--- config.mk ---
export PLATFORM = sky130hd
export DESIGN_NAME = ntc_adc_to_temperature
export DESIGN_NICKNAME = d
export VERILOG_FILES = /design/src/ntcadc_pkg.sv /design/src/ntc_adc_to_temperature.sv
export SDC_FILE = /design/constraint.sdc
export NUM_CORES = 1
export LEC_CHECK = 0
export BUFFER_PORTS_ARGS = -buffer_cell sky130_fd_sc_hd__buf_2
export CORE_UTILIZATION = 25
export DETAILED_ROUTE_END_ITERATION = 10
export GPL_ROUTABILITY_DRIVEN = 0
export GPL_TIMING_DRIVEN = 0
export PLACE_DENSITY = 0.37
export RECOVER_POWER = 100
export SETUP_SLACK_MARGIN = 0.2
export SLEW_MARGIN = 20
export SYNTH_ARGS = -nofsm -noshare
export SYNTH_HDL_FRONTEND = slang
export SYNTH_SLANG_ARGS = --single-unit
--- constraint.sdc ---
create_clock -name aclk -period 24.2 [get_ports aclk]
set_clock_uncertainty 0.2 [all_clocks]
set_input_delay 6.05 -clock aclk [delete_from_list [all_inputs] [get_ports aclk]]
set_output_delay 6.05 -clock aclk [all_outputs]
set_load 0.005 [all_outputs]
--- src/ntcadc_pkg.sv ---
// Shared types and constants for the NTC reading to temperature converter.
// Holds the controller state type, limits, resolution codes and the ROM table.
// No dependencies.
package ntcadc_pkg;

    // Address space of the table ROM (8-bit index).
    localparam int unsigned ROM_SLOTS = 256;
    localparam int unsigned ROM_AW = 8;
    localparam int unsigned NTC_ROM_ENTRIES = 140;

    // Fault window for the averaged reading.
    localparam logic [11:0] ADC_HIGH_LIMIT = 12'h0FF7;
    localparam logic [11:0] ADC_LOW_LIMIT = 12'h0008;

    // Table index of 0 degrees C (table starts at -20 C, one entry per degree).
    localparam logic [9:0] ZERO_C_INDEX = 10'd20;

    // Resolution codes; the spare code gives no rounding.
    localparam logic [1:0] RES_TENTH = 2'd0;
    localparam logic [1:0] RES_HALF = 2'd1;
    localparam logic [1:0] RES_WHOLE = 2'd2;
    localparam logic [1:0] RES_SPARE = 2'd3;

    typedef enum logic [2:0] {
        ST_IDLE,
        ST_CLAMP_HI,
        ST_CLAMP_LO,
        ST_WALK,
        ST_DIV,
        ST_FINAL
    } state_t;

    // B = 3380, 10k pull-up divider, -20 C .. +119 C, decreasing.
    localparam logic [11:0] NTC_ROM [0:NTC_ROM_ENTRIES-1] = '{
        12'd3568, 12'd3546, 12'd3523, 12'd3499, 12'd3475,
        12'd3449, 12'd3424, 12'd3397, 12'd3370, 12'd3342,
        12'd3314, 12'd3285, 12'd3255, 12'd3225, 12'd3194,
        12'd3162, 12'd3130, 12'd3098, 12'd3064, 12'd3031,
        12'd2996, 12'd2962, 12'd2927, 12'd2891, 12'd2855,
        12'd2818, 12'd2781, 12'd2744, 12'd2706, 12'd2669,
        12'd2630, 12'd2592, 12'd2553, 12'd2515, 12'd2476,
        12'd2437, 12'd2398, 12'd2359, 12'd2319, 12'd2280,
        12'd2241, 12'd2202, 12'd2163, 12'd2125, 12'd2086,
        12'd2048, 12'd2009, 12'd1971, 12'd1933, 12'd1896,
        12'd1859, 12'd1822, 12'd1785, 12'd1749, 12'd1714,
        12'd1678, 12'd1643, 12'd1607, 12'd1575, 12'd1541,
        12'd1508, 12'd1475, 12'd1443, 12'd1411, 12'd1379,
        12'd1349, 12'd1319, 12'd1289, 12'd1259, 12'd1231,
        12'd1203, 12'd1175, 12'd1148, 12'd1122, 12'd1096,
        12'd1070, 12'd1045, 12'd1021, 12'd997,  12'd973,
        12'd950,  12'd927,  12'd905,  12'd883,  12'd862,
        12'd842,  12'd822,  12'd802,  12'd783,  12'd764,
        12'd746,  12'd728,  12'd710,  12'd693,  12'd677,
        12'd661,  12'd645,  12'd629,  12'd614,  12'd599,
        12'd585,  12'd571,  12'd558,  12'd544,  12'd531,
        12'd518,  12'd506,  12'd495,  12'd483,  12'd471,
        12'd460,  12'd449,  12'd439,  12'd428,  12'd418,
        12'd409,  12'd399,  12'd389,  12'd381,  12'd372,
        12'd363,  12'd354,  12'd346,  12'd339,  12'd331,
        12'd323,  12'd316,  12'd308,  12'd301,  12'd295,
        12'd288,  12'd282,  12'd275,  12'd269,  12'd263,
        12'd257,  12'd251,  12'd246,  12'd241,  12'd236
    };

    // Slots past the populated part of the ROM read as zero.
    function automatic logic [11:0] rom_value(input logic [ROM_AW-1:0] addr);
        logic [11:0] val;
        val = 12'd0;
        if (addr < ROM_AW'(NTC_ROM_ENTRIES)) begin
            val = NTC_ROM[addr];
        end
        return val;
    endfunction

endpackage

--- src/ntc_adc_to_temperature.sv ---
// NTC thermistor reading to temperature converter, top level.
// Depends on ntcadc_pkg (state type, limits, resolution codes, ROM table).
//
// Takes one averaged 12-bit ADC reading per item and returns one item with a
// temperature in tenths of a degree C (two's complement) and a fault flag.
// A reading above 0xFF7 or below 8 flags a sensor fault and returns 0. Other
// readings are clamped to the table ends, located in a decreasing ROM table
// (one entry per degree from -20 C), interpolated to tenths with a serial
// divider and rounded about zero to 0.1, 0.5 or 1.0 degree according to the
// resolution register. One item is in flight at a time. A fault item goes
// from accept straight to the final state. A valid reading passes the high
// and low clamp states, then walks 1 .. TABLE_ENTRIES table entries, one per
// cycle through the single registered ROM read port, then runs the restoring
// divider, one quotient bit per cycle, whenever the reading lies between two
// entries (a reading clamped to the first entry skips it). The final state
// waits for a free output register. The result sits in an output register,
// so the next item is accepted while a result waits to be taken.
// The resolution register is written over its own channel, always ready,
// and must only be written while no item is in flight.
module ntc_adc_to_temperature #(
    parameter int unsigned TABLE_ENTRIES = 140
) (
    input  logic               aclk,
    input  logic               aresetn,
    // configuration write channel
    input  logic               cfg_valid,
    output logic               cfg_ready,
    input  logic [1:0]         cfg_resolution_mode,
    // reading in
    input  logic               s_valid,
    output logic               s_ready,
    input  logic [11:0]        s_adc_average,
    // temperature out
    output logic               m_valid,
    input  logic               m_ready,
    output logic signed [11:0] m_temperature_tenths,
    output logic               m_sensor_error
);

    localparam int unsigned AW = ntcadc_pkg::ROM_AW;
    // Index of the last table entry in use.
    localparam logic [AW-1:0] LAST_IDX = AW'(TABLE_ENTRIES - 1);

    ntcadc_pkg::state_t state_reg, state_next;

    logic [1:0]         mode_reg;
    logic [11:0]        x_reg, x_next;
    logic               err_reg, err_next;
    logic [AW-1:0]      idx_reg, idx_next;
    logic [11:0]        hi_reg, hi_next;
    logic [11:0]        span_reg, span_next;
    logic [15:0]        rem_reg, rem_next;
    logic [3:0]         quo_reg, quo_next;
    logic [1:0]         cnt_reg, cnt_next;
    logic               m_valid_reg, m_valid_next;
    logic signed [11:0] m_temp_reg, m_temp_next;
    logic               m_err_reg, m_err_next;

    // ROM port: address chosen this cycle, data registered for the next.
    logic [AW-1:0]      rom_addr;
    logic [11:0]        rom_q_reg;

    // Walk and divider helpers.
    logic               walk_more;
    logic               div_go;
    logic [11:0]        diff;
    logic [15:0]        num;
    logic [15:0]        trial;

    // Final stage helpers.
    logic [3:0]         frac;
    logic signed [13:0] kdeg;
    logic signed [13:0] t_val;
    logic               neg;
    logic [12:0]        mag;
    logic [3:0]         r10;
    logic [3:0]         r5;
    logic [12:0]        mag_rnd;
    logic signed [13:0] t_rnd;
    logic               out_free;

    assign cfg_ready = 1'b1;
    assign s_ready   = (state_reg == ntcadc_pkg::ST_IDLE);
    assign m_valid   = m_valid_reg;
    assign m_temperature_tenths = m_temp_reg;
    assign m_sensor_error = m_err_reg;

    assign out_free  = !m_valid_reg || m_ready;

    // Keep walking while entries remain and the reading lies below the entry.
    assign walk_more = (idx_reg < LAST_IDX) && (x_reg < rom_q_reg);
    // Interpolate only inside a falling pair; otherwise the fraction stays 0.
    assign div_go    = (idx_reg != '0) && (hi_reg > rom_q_reg) && (x_reg >= rom_q_reg);
    assign diff      = x_reg - rom_q_reg;
    assign num       = ({4'd0, diff} << 3) + ({4'd0, diff} << 1);
    assign trial     = 16'({4'd0, span_reg} << cnt_reg);

    // Interpolated tenths, rounded up when the remainder exceeds half the span.
    assign frac  = quo_reg + ((rem_reg > {5'd0, span_reg[11:1]}) ? 4'd1 : 4'd0);
    assign kdeg  = 14'($signed({2'b00, idx_reg}) - $signed(ntcadc_pkg::ZERO_C_INDEX));
    assign t_val = (kdeg <<< 3) + (kdeg <<< 1) - $signed({10'd0, frac});
    assign neg   = t_val[13];
    assign mag   = neg ? 13'(-t_val) : 13'(t_val);

    // Remainder of the magnitude modulo 10 follows from the interpolation
    // split: t = 10*k - frac, so no divider is needed here.
    always_comb begin
        if (frac == 4'd0 || frac == 4'd10) begin
            r10 = 4'd0;
        end else if (neg) begin
            r10 = frac;
        end else begin
            r10 = 4'd10 - frac;
        end
        r5 = (r10 >= 4'd5) ? (r10 - 4'd5) : r10;
    end

    always_comb begin
        case (mode_reg)
            ntcadc_pkg::RES_HALF: begin
                mag_rnd = mag - {9'd0, r5} + ((r5 >= 4'd3) ? 13'd5 : 13'd0);
            end
            ntcadc_pkg::RES_WHOLE: begin
                mag_rnd = mag - {9'd0, r10} + ((r10 >= 4'd5) ? 13'd10 : 13'd0);
            end
            default: begin
                mag_rnd = mag;
            end
        endcase
        t_rnd = neg ? -$signed({1'b0, mag_rnd}) : $signed({1'b0, mag_rnd});
    end

    // Next state.
    always_comb begin
        state_next = state_reg;
        case (state_reg)
            ntcadc_pkg::ST_IDLE: begin
                if (s_valid) begin
                    if (s_adc_average > ntcadc_pkg::ADC_HIGH_LIMIT ||
                        s_adc_average < ntcadc_pkg::ADC_LOW_LIMIT) begin
                        state_next = ntcadc_pkg::ST_FINAL;
                    end else begin
                        state_next = ntcadc_pkg::ST_CLAMP_HI;
                    end
                end
            end
            ntcadc_pkg::ST_CLAMP_HI: begin
                state_next = ntcadc_pkg::ST_CLAMP_LO;
            end
            ntcadc_pkg::ST_CLAMP_LO: begin
                state_next = ntcadc_pkg::ST_WALK;
            end
            ntcadc_pkg::ST_WALK: begin
                if (!walk_more) begin
                    if (div_go) begin
                        state_next = ntcadc_pkg::ST_DIV;
                    end else begin
                        state_next = ntcadc_pkg::ST_FINAL;
                    end
                end
            end
            ntcadc_pkg::ST_DIV: begin
                if (cnt_reg == 2'd0) begin
                    state_next = ntcadc_pkg::ST_FINAL;
                end
            end
            ntcadc_pkg::ST_FINAL: begin
                if (out_free) begin
                    state_next = ntcadc_pkg::ST_IDLE;
                end
            end
            default: begin
                state_next = ntcadc_pkg::ST_IDLE;
            end
        endcase
    end

    // Datapath and output register updates.
    always_comb begin
        x_next       = x_reg;
        err_next     = err_reg;
        idx_next     = idx_reg;
        hi_next      = hi_reg;
        span_next    = span_reg;
        rem_next     = rem_reg;
        quo_next     = quo_reg;
        cnt_next     = cnt_reg;
        m_valid_next = m_valid_reg;
        m_temp_next  = m_temp_reg;
        m_err_next   = m_err_reg;
        rom_addr     = '0;

        // Drop the valid flag once the item is taken.
        if (m_valid_reg && m_ready) begin
            m_valid_next = 1'b0;
        end

        case (state_reg)
            ntcadc_pkg::ST_IDLE: begin
                x_next   = s_adc_average;
                err_next = s_adc_average > ntcadc_pkg::ADC_HIGH_LIMIT ||
                           s_adc_average < ntcadc_pkg::ADC_LOW_LIMIT;
                // Fault and flat-pair paths see a zero fraction.
                span_next = '0;
                rem_next  = '0;
                quo_next  = '0;
                rom_addr  = '0;
            end
            ntcadc_pkg::ST_CLAMP_HI: begin
                // Clamp to the first entry, fetch the last.
                if (x_reg > rom_q_reg) begin
                    x_next = rom_q_reg;
                end
                rom_addr = LAST_IDX;
            end
            ntcadc_pkg::ST_CLAMP_LO: begin
                // Clamp to the last entry, start the walk at entry 0.
                if (x_reg < rom_q_reg) begin
                    x_next = rom_q_reg;
                end
                idx_next = '0;
                rom_addr = '0;
            end
            ntcadc_pkg::ST_WALK: begin
                if (walk_more) begin
                    // Advance: hold this entry as the upper bound.
                    hi_next  = rom_q_reg;
                    idx_next = idx_reg + 1'b1;
                    rom_addr = idx_reg + 1'b1;
                end else if (div_go) begin
                    span_next = hi_reg - rom_q_reg;
                    rem_next  = num;
                    quo_next  = '0;
                    cnt_next  = 2'd3;
                end
            end
            ntcadc_pkg::ST_DIV: begin
                // Restoring division, one quotient bit per cycle.
                if (rem_reg >= trial) begin
                    rem_next = rem_reg - trial;
                    quo_next = quo_reg | (4'd1 << cnt_reg);
                end
                cnt_next = cnt_reg - 2'd1;
            end
            ntcadc_pkg::ST_FINAL: begin
                if (out_free) begin
                    m_valid_next = 1'b1;
                    m_err_next   = err_reg;
                    m_temp_next  = err_reg ? 12'sd0 : 12'(t_rnd);
                end
            end
            default: begin
                rom_addr = '0;
            end
        endcase
    end

    // Table ROM with a registered read.
    always_ff @(posedge aclk) begin
        rom_q_reg <= ntcadc_pkg::rom_value(rom_addr);
    end

    always_ff @(posedge aclk) begin
        if (!aresetn) begin
            state_reg   <= ntcadc_pkg::ST_IDLE;
            mode_reg    <= ntcadc_pkg::RES_TENTH;
            m_valid_reg <= 1'b0;
        end else begin
            state_reg   <= state_next;
            m_valid_reg <= m_valid_next;
            if (cfg_valid && cfg_ready) begin
                mode_reg <= cfg_resolution_mode;
            end
        end
    end

    // Payload registers, no reset.
    always_ff @(posedge aclk) begin
        x_reg      <= x_next;
        err_reg    <= err_next;
        idx_reg    <= idx_next;
        hi_reg     <= hi_next;
        span_reg   <= span_next;
        rem_reg    <= rem_next;
        quo_reg    <= quo_next;
        cnt_reg    <= cnt_next;
        m_temp_reg <= m_temp_next;
        m_err_reg  <= m_err_next;
    end

endmodule

## Word level (Yosys, flattened, before mapping)

Memory sizes are Yosys's and may differ from the RTL's. A register that Yosys moved wholly into a read port is not among the register bits.
Cells that the tools add are included.

| storage, ports and cells | value |
|---|---|
| memories kept | 1 |
| output and inout port bits | 16 |
| bits in read-only memories | 3,072 |
| bits of input ports | 19 |
| register bits | 86 |

| operators by class | value |
|---|---|
| eq/ne operators | 17 |
| magnitude comparators | 12 |
| reductions and logical operators | 26 |
| muxes and demuxes | 40 |
| bitwise operators | 2 |
| shift operators | 2 |
| $add $sub $neg | 18 |

Memories:

| name | depth | bits a word | read ports | clocked after memory_dff | write ports | RTL line | text |
|---|---|---|---|---|---|---|---|
| (name not given) | 256 | 12 | 1 | 1 | 0 | ntcadc_pkg.sv:70 | `val = NTC_ROM[addr];` |

Operators by type and width:

| cell | number |
|---|---|
| 12-bit 2-to-1 mux | 6 |
| 16-bit 2-to-1 mux | 3 |
| 12-bit one-hot mux with 2 select lines | 2 |
| 16-bit one-hot mux with 3 select lines | 1 |
| 12-bit one-hot mux with 3 select lines | 1 |
| 8-bit one-hot mux with 2 select lines | 2 |
| 4-bit 2-to-1 mux | 7 |
| 12-bit > comparator | 2 |
| 12-bit negation | 2 |
| 12-bit subtractor | 2 |
| 12-bit by 4-bit subtractor with 12-bit output | 2 |
| 3-bit 2-to-1 mux | 6 |
| 2-bit != test (second input constant) | 9 |
| 3-bit one-hot mux with 6 select lines | 1 |
| 15-bit by 13-bit adder with 16-bit output | 1 |
| 16-bit greater-or-equal comparator | 1 |
| 16-bit by 11-bit > comparator with 1-bit output | 1 |
| 8-bit < comparator (second input constant) | 2 |
| 8-bit 2-to-1 mux | 2 |
| 12-bit by 2-bit << shifter with 16-bit output | 1 |
| 16-bit subtractor | 1 |
| 13-bit by 5-bit subtractor with 14-bit output | 1 |
| 12-bit by 10-bit adder with 13-bit output | 1 |
| 12-bit by 3-bit adder with 12-bit output | 1 |
| 38 further kinds | 59 |

## Longest topological paths before layout

Gate-level depths: netlist (run 1).

| depth | value |
|---|---|
| word-level depth | 14 |
| depth in mapped cells | 50 |

## Worst setup path before layout (run 1)

OpenSTA, ideal clock, no wires.

| path | value |
|---|---|
| kind | register to register |
| from | register rem_reg[1] |
| to | register m_temp_reg[10], in the netlist m_temperature_tenths[10] (data pin) |
| library setup time | 254 ps |
| stages on the path, launching flop included | 46 |
| arrival | 9,363 ps |
| required time | 23,746 ps |
| slack | 14,383 ps |
| buffers on the path | 1 |
| cells stage by stage | edfxtp_1 ha_1 nor2b_1 o21a_1 o21a_1 o21a_1 o21a_1 o21ai_0 nand2b_1 a21oi_1 nor2b_1 o21ai_0 a31oi_1 ha_1 ha_1 inv_1 ha_1 ha_1 [10 not listed] ha_1 nor2_1 a2bb2oi_1 o31ai_1 or3_1 fa_1 ha_1 o21ai_0 o21bai_1 nand3b_1 o21ai_0 a221oi_1 a31oi_1 or4b_4 nor3_4 a41oi_1 xnor2_1 and2b_1 |

| on the way | value |
|---|---|
| cells in the longest elaborated chain, start to end | 14 |

RTL lines:

| item | RTL line | text |
|---|---|---|
| from (decl) | ntc_adc_to_temperature.sv:52 | `logic [15:0] rem_reg, rem_next;` |
| from (signal assigned) | ntc_adc_to_temperature.sv:284 | `rem_reg <= rem_next;` |
| 16-bit by 11-bit > comparator with 1-bit output (*) | ntc_adc_to_temperature.sv:99 | `assign frac = quo_reg + ((rem_reg > {5'd0, span_reg[11:1]}) ? 4'd1 : 4'd0);` |
| 1-bit 2-to-1 mux (*) | ntc_adc_to_temperature.sv:99 |  |
| 4-bit by 1-bit adder with 4-bit output (*) | ntc_adc_to_temperature.sv:99 |  |
| branches (longest 10 deep; another with 13-bit by 5-bit subtractor with 14-bit output) | n/a |  |
| 12-bit 2-to-1 mux (*) | ntc_adc_to_temperature.sv:130 | `t_rnd = neg ? -$signed({1'b0, mag_rnd}) : $signed({1'b0, mag_rnd});` |
| to (signal assigned) | ntc_adc_to_temperature.sv:287 | `m_temp_reg <= m_temp_next;` |
| to (decl) | ntc_adc_to_temperature.sv:56 | `logic signed [11:0] m_temp_reg, m_temp_next;` |

Every way passes the cells marked *.
A chain may end at the register's enable or synchronous reset.

## Worst setup path after layout (run 1)

Ends and elaborated chain as after synthesis.

==> reports/summary.txt, run 1 <==
Failing checks: capacitance limit, slew limit
Post-route cell area: 0.0125 mm²
Via density: 5.16
Initial antenna violation count: 0
Clk buf depth: 2
Num rows: 77
First-pass detailed-route iteration total: 5
Antenna cell count: 0
Die H: 215 µm
Routed Antenna Nets: 0
CP endpoint kind: flip-flop
Vias in the first global route: 10400
First-pass GRT wire length: 60000 µm
CP top delay family: compound AO/OA/AOI/OAI gates
Detail Placement HPWL: 30900 µm
CTS Root Cell: clkbuf_16
Place WS: 12.70 ns
DRC viols: 0
Via count: 10500
Area added between synthesis and finish: 10.6%
Buf/Inv on CP: 3
Tmin final: 11.98 ns
Total gr overflow: 0
Worst-path clk slew: 0.08 ns
Worst setup margin: 12.22 ns
Setup TNS: 0 ns
CTS buffer count: 9
Top-count cell post-synth: ha_1
Critical path required time: 24.12 ns
Synth top cells by count: 139 x ha_1, 126 x nor2_1, 116 x inv_1, 103 x o21ai_0, 99 x nand2_1
Fillers: 4878
Slew @ Worst Pin: 1.94 ns
Die Span X: 215 µm
Layout Nets: 1602
Starting Density: 25.5%
Top cell by count, worst path: ha_1
FFs w/ async S/R, synth: 0%
Crit path launch type: flip-flop
CTS tree: built
H-Tree Depth: 3
Average cell area after synthesis: 8.16 µm²
Seq/Total Area, Yosys: 24.4%
WL/cell: 19.1 µm
Seq cells post-synth: 98
Max Cap Viol: 1
Post-synth EDFFs: 80
Final setup viols: 0
Final Hold Vio Count: 0
Routed Wire Length: 38900 µm
Area share of the largest cell type after synthesis: 21.2%
DRT iter0 DRCs: 938
Pins Over Slew Limit: 21
Status: complete, but fails checks
CP max stage delay: 0.73 ns
Post-CTS setup buffers: 0
Period Utilization, post-route: 49.5%
Library cells used by synthesis: 80
Clk Latency, worst-skew pair: 0.38 ns
Synth Cell Area: 0.0113 mm²
Post-cts sizing count: 0
Pin count of the biggest net entering global routing: 21
Worst path slowest cell: o21ai_0
RSZ-0062 raised after global routing: no
Max reg flops: 16
GRT Total Usage: 16.7%
Share of cells above drive strength 1: 4.87%
Area contributors post-synth: edfxtp_1 21%, ha_1 15%, xnor2_1 4.6%
Hold_buf cts: 0
Top_reg_cell synth: edfxtp_1
Mapped Cells: 1387
Worst hold path class: flip-flop to flip-flop
Max_slew headroom: -29.9%
Io pins: 35
Placed cell areas: 0.0123 mm²
Max Fclk: 83.4 MHz
CP Max Fanout: 10
Port bufs: 33
Setup CP Type: flip-flop to flip-flop
CP arrival: 11.90 ns
Core area: 0.0444 mm²
Leading area contributor after synthesis: edfxtp_1
Clk sink count: 98
Syn. warnings: 0
Die Footprint: 0.0461 mm²
-- path summary, 6_finish.rpt --
path / cells past startpoint / startpoint / to / slack (ns)
max: 45 / rem_reg[1] / m_temperature_tenths[10] / 12.22
max reg2reg: 45 / rem_reg[1] / m_temperature_tenths[10] / 12.22
min: 0 / rom_q_reg[11] / hi_reg[11] / 0.27
min reg2reg: 0 / rom_q_reg[11] / hi_reg[11] / 0.27
-- cell families (layout without fill, tap and decap cells) --
group / Yosys count / in the layout / synth area share, %
mux: 27 / 27 / 2.66
fa+ha+maj: 150 / 150 / 17.3
flops: 98 / 98 / 24.4
other cells: 1 / 2 / 0.0331
xor+xnor: 89 / 89 / 6.95
compound gates: 438 / 438 / 25.3
buf+inv: 186 / 236 / 6.27
simple gates: 398 / 398 / 17.1
-- worst register-to-register path, delay by kind of cell (launching register included) --
kind	cells	cell delay, ns
AO/OA/AOI/OAI	20	4.86
adder cells (fa/ha/maj)	9	2.87
AND/OR/NAND/NOR	12	2.50
buffers and inverters	3	0.65
flip-flops	1	0.48
XOR/XNOR	1	0.18
-- through the flow --
stage | utilization [%] | hold slack, ns | std cells
3_3_place_gp | 27.5 | 0.250 | 2013
6_report | 28.2 | 0.272 | 2030
4_1_cts | 28.3 | 0.273 | 2030
2_1_floorplan | - | 0.225 | 1388
3_5_place_dp | 27.6 | 0.259 | 2014
5_1_grt | 28.2 | 0.288 | 2030
-- layout make-up --
cell class              instances  area, µm²  share of cell area (%)
inverters                     120        450                    3.60
repair buffers                 34        149                    1.19
flip-flops and latches         98       2760                    22.1
clock buffers                  10        229                    1.83
plain buffers                  66        258                    2.06
clock inverters                 6       72.6                   0.580
multi-input cells            1104       7850                    62.7
well taps                     592        741                    5.92
-- cells in the final DEF, fill, tap and decap left out, drive strengths merged, types with 13 or more instances in the layout --
cell type / count
a211oi: 30
a21o: 26
a21oi: 96
a31oi: 20
buf: 30
clkbuf: 80
dfxtp: 18
edfxtp: 80
ha: 139
inv: 120
mux2: 15
nand2: 99
nand2b: 17
nand3: 18
nand4: 20
nor2: 126
nor2b: 22
nor3: 38
o211ai: 18
o21a: 13
o21ai: 108
o22ai: 16
o31ai: 15
xnor2: 60
xor2: 29
-- metal layers --
metal | GRT usage (%) | up-vias | wire length [µm]
met3 | 2.62 | 59 | 1880
met1 | 22.4 | 4893 | 18400
li1 | - | 5186 | -
met4 | 5.69 | 0 | 973
met5 | 0 | - | 0
met2 | 26.9 | 335 | 17600
Power of run 1 is left out: the tool's default activity adds up to more than one toggle a clock period on the data nets, which glitch-free logic cannot reach.
==> run 2, diff against run 1 <==
--- a/config.mk
+++ b/config.mk
@@ -10,7 +10,7 @@
 export DETAILED_ROUTE_END_ITERATION = 10
 export GPL_ROUTABILITY_DRIVEN = 0
 export GPL_TIMING_DRIVEN = 0
-export PLACE_DENSITY = 0.37
+export PLACE_DENSITY = 0.38
 export RECOVER_POWER = 100
 export SETUP_SLACK_MARGIN = 0.2
 export SLEW_MARGIN = 20
==> constraint.sdc (replaced) <==
create_clock -name aclk -period 10.3 [get_ports aclk]
set_clock_uncertainty 0.2 [all_clocks]
set_input_delay 2.575 -clock aclk [delete_from_list [all_inputs] [get_ports aclk]]
set_output_delay 2.575 -clock aclk [all_outputs]
set_load 0.005 [all_outputs]
==> run 2 against run 1 <==
The run still ends with capacitance limit, slew limit left. First-iteration DRC count rose by 5.2%. Cell count is 0.54% higher. Flip-flop and latch count is the same. Maximum frequency up 23%. Highest routed layer unchanged. Largest cell class unchanged. Clock-buffer cell count down 1. Via count grew 1.1%. Global-route usage decreased by 0.23 points.
==> reports/summary.txt, run 2 (synthesis gave the netlist of run 1 again) <==
DRC viols: 0 (unchanged)
Total gr overflow: 0 (unchanged)
Port bufs: 33 (unchanged)
Period Utilization, post-route: 94.3% (+45 points)
Max reg flops: 16 (unchanged)
Final std cells w/o fill: 2041 (+0.54%)
DRT iter0 DRCs: 987 (+5.2%)
Num rows: 77 (unchanged)
WL/cell: 19.0 µm (-0.65%)
Final setup viols: 0 (unchanged)
RSZ-0062 raised after global routing: no
Initial antenna violation count: 0 (unchanged)
Worst hold path class: flip-flop to flip-flop
Max_slew headroom: -27.0% (+2.8 points)
Pin count of the biggest net entering global routing: 21 (unchanged)
Setup CP Type: flip-flop to flip-flop
Leading cell types in the layout, fill and taps excluded: 131 x ha_1, 125 x nor2_1, 116 x inv_1
Clk sink count: 98 (unchanged)
Fillers: 4794 (-1.7%)
Die Footprint: 0.0461 mm² (unchanged)
Most common cell after layout, fill and taps aside: ha_1
CTS Root Cell: clkbuf_16
Starting Density: 25.5% (unchanged)
Failing checks: capacitance limit, slew limit
First-pass GRT wire length: 59100 µm (-1.5%)
Clk buf depth: 2 (unchanged)
First-pass detailed-route iteration total: 5 (unchanged)
Antenna cell count: 0 (unchanged)
H-Tree Depth: 3 (unchanged)
Die Span X: 215 µm (unchanged)
Worst setup margin: 0.582 ns (-11.63 ns)
Vias in the first global route: 10300 (-0.70%)
Worst reg2reg path endpoint: m_temperature_tenths[10]
Area added between synthesis and finish: 13.6%
Clk Latency, worst-skew pair: 0.38 ns (about the same)
Place WS: -1.20 ns (-13.91 ns)
CP arrival: 9.65 ns (-2.25 ns)
Die H: 215 µm (unchanged)
Routed Antenna Nets: 0 (unchanged)
Max Cap Viol: 1 (unchanged)
Final Hold Vio Count: 0 (unchanged)
Crit path to: m_temperature_tenths[10]
Max Fclk: 103 MHz (+23%)
Routed Wire Length: 38800 µm (-0.12%)
GRT Total Usage: 16.4% (-0.23 points)
Status: complete, but fails checks
Critical path required time: 10.23 ns (-13.89 ns)
Pins Over Slew Limit: 21 (unchanged)
Share of cells above drive strength 1: 8.42% (+3.6 points)
Via count: 10600 (+1.1%)
Layout Nets: 1613 (+0.69%)
Core area: 0.0444 mm² (unchanged)
Reg-to-Reg Start: span_reg[2]
CP Max Fanout: 9 (-1)
Path depth of the worst reg2reg path: 43 (-4.4%)
Worst path slowest cell: or4b_4
Slew @ Worst Pin: 1.90 ns (-0.0424 ns)
Critical path launch point: span_reg[2]
Flop-to-flop setup slack: 0.58 ns (-11.63 ns)
Placed insts: 2014 (unchanged)
Tmin final: 9.72 ns (-2.27 ns)
CP endpoint kind: flip-flop
CTS buffer count: 9 (unchanged)
Io pins: 35 (unchanged)
Worst-path clk slew: 0.09 ns (about the same)
Crit path launch type: flip-flop
Detail Placement HPWL: 30600 µm (-0.82%)
Top cell by count, worst path: o21a_1
CP max stage delay: 0.59 ns (-0.14 ns)
Via density: 5.19 (+0.55%)
CTS tree: built
==> run 2: changes by cell type in the layout (fill, tap and decap cells not counted), moves of 3 or more <==
cell | before | now
buf_4 | 1 | 12
o21ai_1 | 2 | 7
o21ai_0 | 106 | 99
clkbuf_1 | 71 | 60
ha_4 | 0 | 3
ha_2 | 0 | 5
ha_1 | 139 | 131
buf_2 | 22 | 31
==> run 2: stage by stage <==
step           cell area [µm²]  utilization, %  hold slack, ns  TNS (ns)
2_1_floorplan            11300               -           0.225         0
5_1_grt                  12900            28.9           0.280         0
3_3_place_gp             12200            27.5           0.251     -7.00
6_report                 12900            28.9           0.260         0
3_5_place_dp             12300            27.6           0.261     -6.45
4_1_cts                  12800            28.7           0.268         0
==> run 2: what timing repair did <==
action                                  4_1_cts  5_1_grt
buffers inserted                              7        4
pin swaps                                     6        9
gates resized for setup                      24       23
endpoints found under the setup margin       10        6
hold buffers                                  0        0
==> run 2: how the worst min path moves through the flow <==
| stage | start | endpoint | slack, ns | depth (start not counted) |
|---|---|---|---|---|
| floorplan | rom_q_reg[10] | hi_reg[10] | 0.22 | 0 |
| global placement | rom_q_reg[11] | hi_reg[11] | 0.25 | 0 |
| detailed placement | rom_q_reg[2] | hi_reg[2] | 0.26 | 0 |
| CTS | rom_q_reg[6] | hi_reg[6] | 0.27 | 0 |
| global route | rom_q_reg[6] | hi_reg[6] | 0.28 | 0 |
| finish | rom_q_reg[6] | hi_reg[6] | 0.26 | 0 |
==> run 2: critical path, delay by kind of cell, from the launching register on <==
kind	cells	cell delay, ns
AO/OA/AOI/OAI	19	3.52
XOR/XNOR	2	0.33
adder cells (fa/ha/maj)	8	2.44
buffers and inverters	3	0.18
flip-flops	1	0.42
AND/OR/NAND/NOR	11	2.41
==> run 2: layer usage <==
| metal | GRT usage (%) | share of wire, % | wire length, µm | vias to the layer above |
|---|---|---|---|---|
| li1 | - | - | - | 5213 |
| met3 | 2.17 | 4.8 | 1880 | 85 |
| met5 | 0 | 0 | 0 | - |
| met2 | 26.1 | 45 | 17300 | 312 |
| met1 | 22.2 | 47 | 18100 | 4978 |
| met4 | 7.33 | 3.9 | 1520 | 0 |
==> run 2: cell type report <==
cell class              instances  area [µm²]  area share (%)
inverters                     120         450            3.50
clock buffers                   9         225            1.75
well taps                     592         741            5.76
repair buffers                 45         243            1.89
multi-input cells            1104        8080            62.8
flip-flops and latches         98        2760            21.5
plain buffers                  66         269            2.09
clock inverters                 7        90.1           0.701
Power of run 2 is left out for the same reason.
==> run 3, diff against run 2 <==
--- a/config.mk
+++ b/config.mk
@@ -5,14 +5,17 @@
 export SDC_FILE = /design/constraint.sdc
 export NUM_CORES = 1
 export LEC_CHECK = 0
+export ABC_AREA = 1
 export BUFFER_PORTS_ARGS = -buffer_cell sky130_fd_sc_hd__buf_2
 export CORE_UTILIZATION = 25
 export DETAILED_ROUTE_END_ITERATION = 10
 export GPL_ROUTABILITY_DRIVEN = 0
 export GPL_TIMING_DRIVEN = 0
+export MAX_ROUTING_LAYER = met4
 export PLACE_DENSITY = 0.38
 export RECOVER_POWER = 100
 export SETUP_SLACK_MARGIN = 0.2
+export SKIP_CTS_REPAIR_TIMING = 1
 export SLEW_MARGIN = 20
 export SYNTH_ARGS = -nofsm -noshare
 export SYNTH_HDL_FRONTEND = slang
==> run 3 against run 2 <==
The run still ends with capacitance limit, slew limit left. Hold slack got worse by 0.027 ns. Highest routed layer unchanged. Flip-flop and latch count did not move. Utilization down 0.99 points. Largest cell class unchanged.
==> reports/summary.txt, run 3 <==
Share of cells above drive strength 1: 7.16% (-1.3 points)
Detail Placement HPWL: 31000 µm (+1.2%)
Worst-path clk slew: 0.09 ns (about the same)
Die Span X: 217 µm (+1.2%)
Pin count of the biggest net entering global routing: 21 (unchanged)
Seq cells post-synth: 98 (unchanged)
Area added between synthesis and finish: 9.88%
Synth top cells by count: 418 x nand2_1, 239 x inv_1, 146 x nand3_1, 139 x ha_1, 131 x o21ai_0
Period Utilization, post-route: 89.0% (-5.3 points)
Starting Density: 25.4% (-0.040 points)
Via density: 4.78 (-7.9%)
FFs w/ async S/R, synth: 0% (unchanged)
Mapped Cells: 1695 (+22%)
Fin Hold WS: 0.233 ns (-0.0271 ns)
Syn. warnings: 0 (unchanged)
Max reg flops: 16 (unchanged)
Crit path launch type: flip-flop
Max_slew headroom: -26.8% (+0.24 points)
Die Footprint: 0.0472 mm² (+2.4%)
Top_reg_cell synth: edfxtp_1
Core area: 0.0456 mm² (+2.6%)
Antenna cell count: 0 (unchanged)
Routed Antenna Nets: 0 (unchanged)
CTS tree: built
Failing checks: capacitance limit, slew limit
Die H: 217 µm (+1.2%)
Area contributors post-synth: edfxtp_1 21%, ha_1 15%, nand2_1 14%
Tmin final: 9.17 ns (-0.547 ns)
Via count: 11200 (+5.9%)
Vias in the first global route: 10900 (+6.3%)
Average cell area after synthesis: 6.84 µm² (-16%)
Final Hold Vio Count: 0 (unchanged)
Clk Latency, worst-skew pair: 0.37 ns (about the same)
Pins Over Slew Limit: 21 (unchanged)
Initial antenna violation count: 0 (unchanged)
DRC viols: 0 (unchanged)
Critical path required time: 10.23 ns (about the same)
CP Max Fanout: 10 (+1)
Setup TNS: 0 ns (unchanged)
Area share of the largest cell type after synthesis: 20.7% (-0.51 points)
Worst path slowest cell: edfxtp_1
H-Tree Depth: 3 (unchanged)
First-pass detailed-route iteration total: 6 (+1)
Slew @ Worst Pin: 1.89 ns (-0.00357 ns)
Library cells used by synthesis: 60 (-25%)
Leading area contributor after synthesis: edfxtp_1
CTS buffer count: 9 (unchanged)
Most common cell after layout, fill and taps aside: nand2_1
WL/cell: 16.2 µm (-15%)
Post-synth EDFFs: 80 (unchanged)
Setup CP Type: flip-flop to flip-flop
GRT Total Usage: 16.8% (+0.32 points)
First-pass GRT wire length: 60300 µm (+2.1%)
DRT iter0 DRCs: 836 (-15%)
CTS Root Cell: clkbuf_16
Num rows: 78 (+1.3%)
RSZ-0062 raised after global routing: no
Max Cap Viol: 1 (unchanged)
Port bufs: 33 (unchanged)
Max Fclk: 109 MHz (+6.0%)
CP endpoint kind: flip-flop
CP arrival: 9.10 ns (-0.55 ns)
CP max stage delay: 0.47 ns (-0.12 ns)
Worst hold path class: flip-flop to flip-flop
Layout Nets: 1911 (+18%)
Status: complete, but fails checks
Top-count cell post-synth: nand2_1
Total gr overflow: 0 (unchanged)
Final setup viols: 0 (unchanged)
Seq/Total Area, Yosys: 23.8% (-0.58 points)
Routed Wire Length: 38100 µm (-1.9%)
Synth Cell Area: 0.0116 mm² (+2.5%)
Leading cell types in the layout, fill and taps excluded: 423 x nand2_1, 240 x inv_1, 146 x nand3_1
Clk sink count: 98 (unchanged)
Io pins: 35 (unchanged)
Clk buf depth: 2 (unchanged)
-- run 3: critical path: cells and delay by family, from the launching register on --
kind	cells	cell delay, ns
adders and majority gates	9	2.95
DFF	1	0.47
and+or+nand+nor	17	1.63
buffers and inverters	8	0.97
AOI/OAI and AO/OA	15	2.69
-- run 3: path summary, 6_finish.rpt --
path              cells past startpoint    startpoint  slack, ns                  endpoint
hold / removal                        0  rom_q_reg[7]       0.23                 hi_reg[7]
setup reg to reg                     49    rem_reg[1]       1.13  m_temperature_tenths[11]
hold reg to reg                       0  rom_q_reg[7]       0.23                 hi_reg[7]
setup / recovery                     49    rem_reg[1]       1.13  m_temperature_tenths[11]
-- run 3: routing by layer --
metal  track usage [%]  part of all wire [%]  vias to the layer above
met3              2.00                   4.0                       78
met1              21.9                    48                     5081
met2              26.4                    45                      305
li1                  -                     -                     5749
met5                 -                     0                        -
met4              6.27                   3.2                        0
-- run 3: cell families after synthesis --
logic type	synth area share (%)
flops	23.8
simple gates	29.6
compound gates	16.5
xor+xnor	2.70
buf+inv	10.0
mux	0.345
other cells	0.0323
fa+ha+maj	16.9
-- run 3: area by class of cell --
cell class | count | area [µm²]
Multi-Input combinational cell | 1312 | 7610
Fill cell | 5104 | 32800
Sequential cell | 98 | 2760
Inverter | 248 | 931
Clock inverter | 7 | 78.8
Tap cell | 600 | 751
Buffer | 38 | 219
Clock buffer | 9 | 225
Timing Repair Buffer | 35 | 160
-- run 3: per-stage QoR --
stage,cells,cell area [µm²],util (%),setup slack [ns]
after floorplan,1696,11600,-,2.49
after detailed placement,2331,12600,27.5,0.778
after global placement,2329,12500,27.5,0.724
final,2347,12700,28.0,1.13
after global routing,2347,12700,28.0,0.177
after CTS,2347,12900,28.2,0.702
Power of run 3 is left out for the same reason.
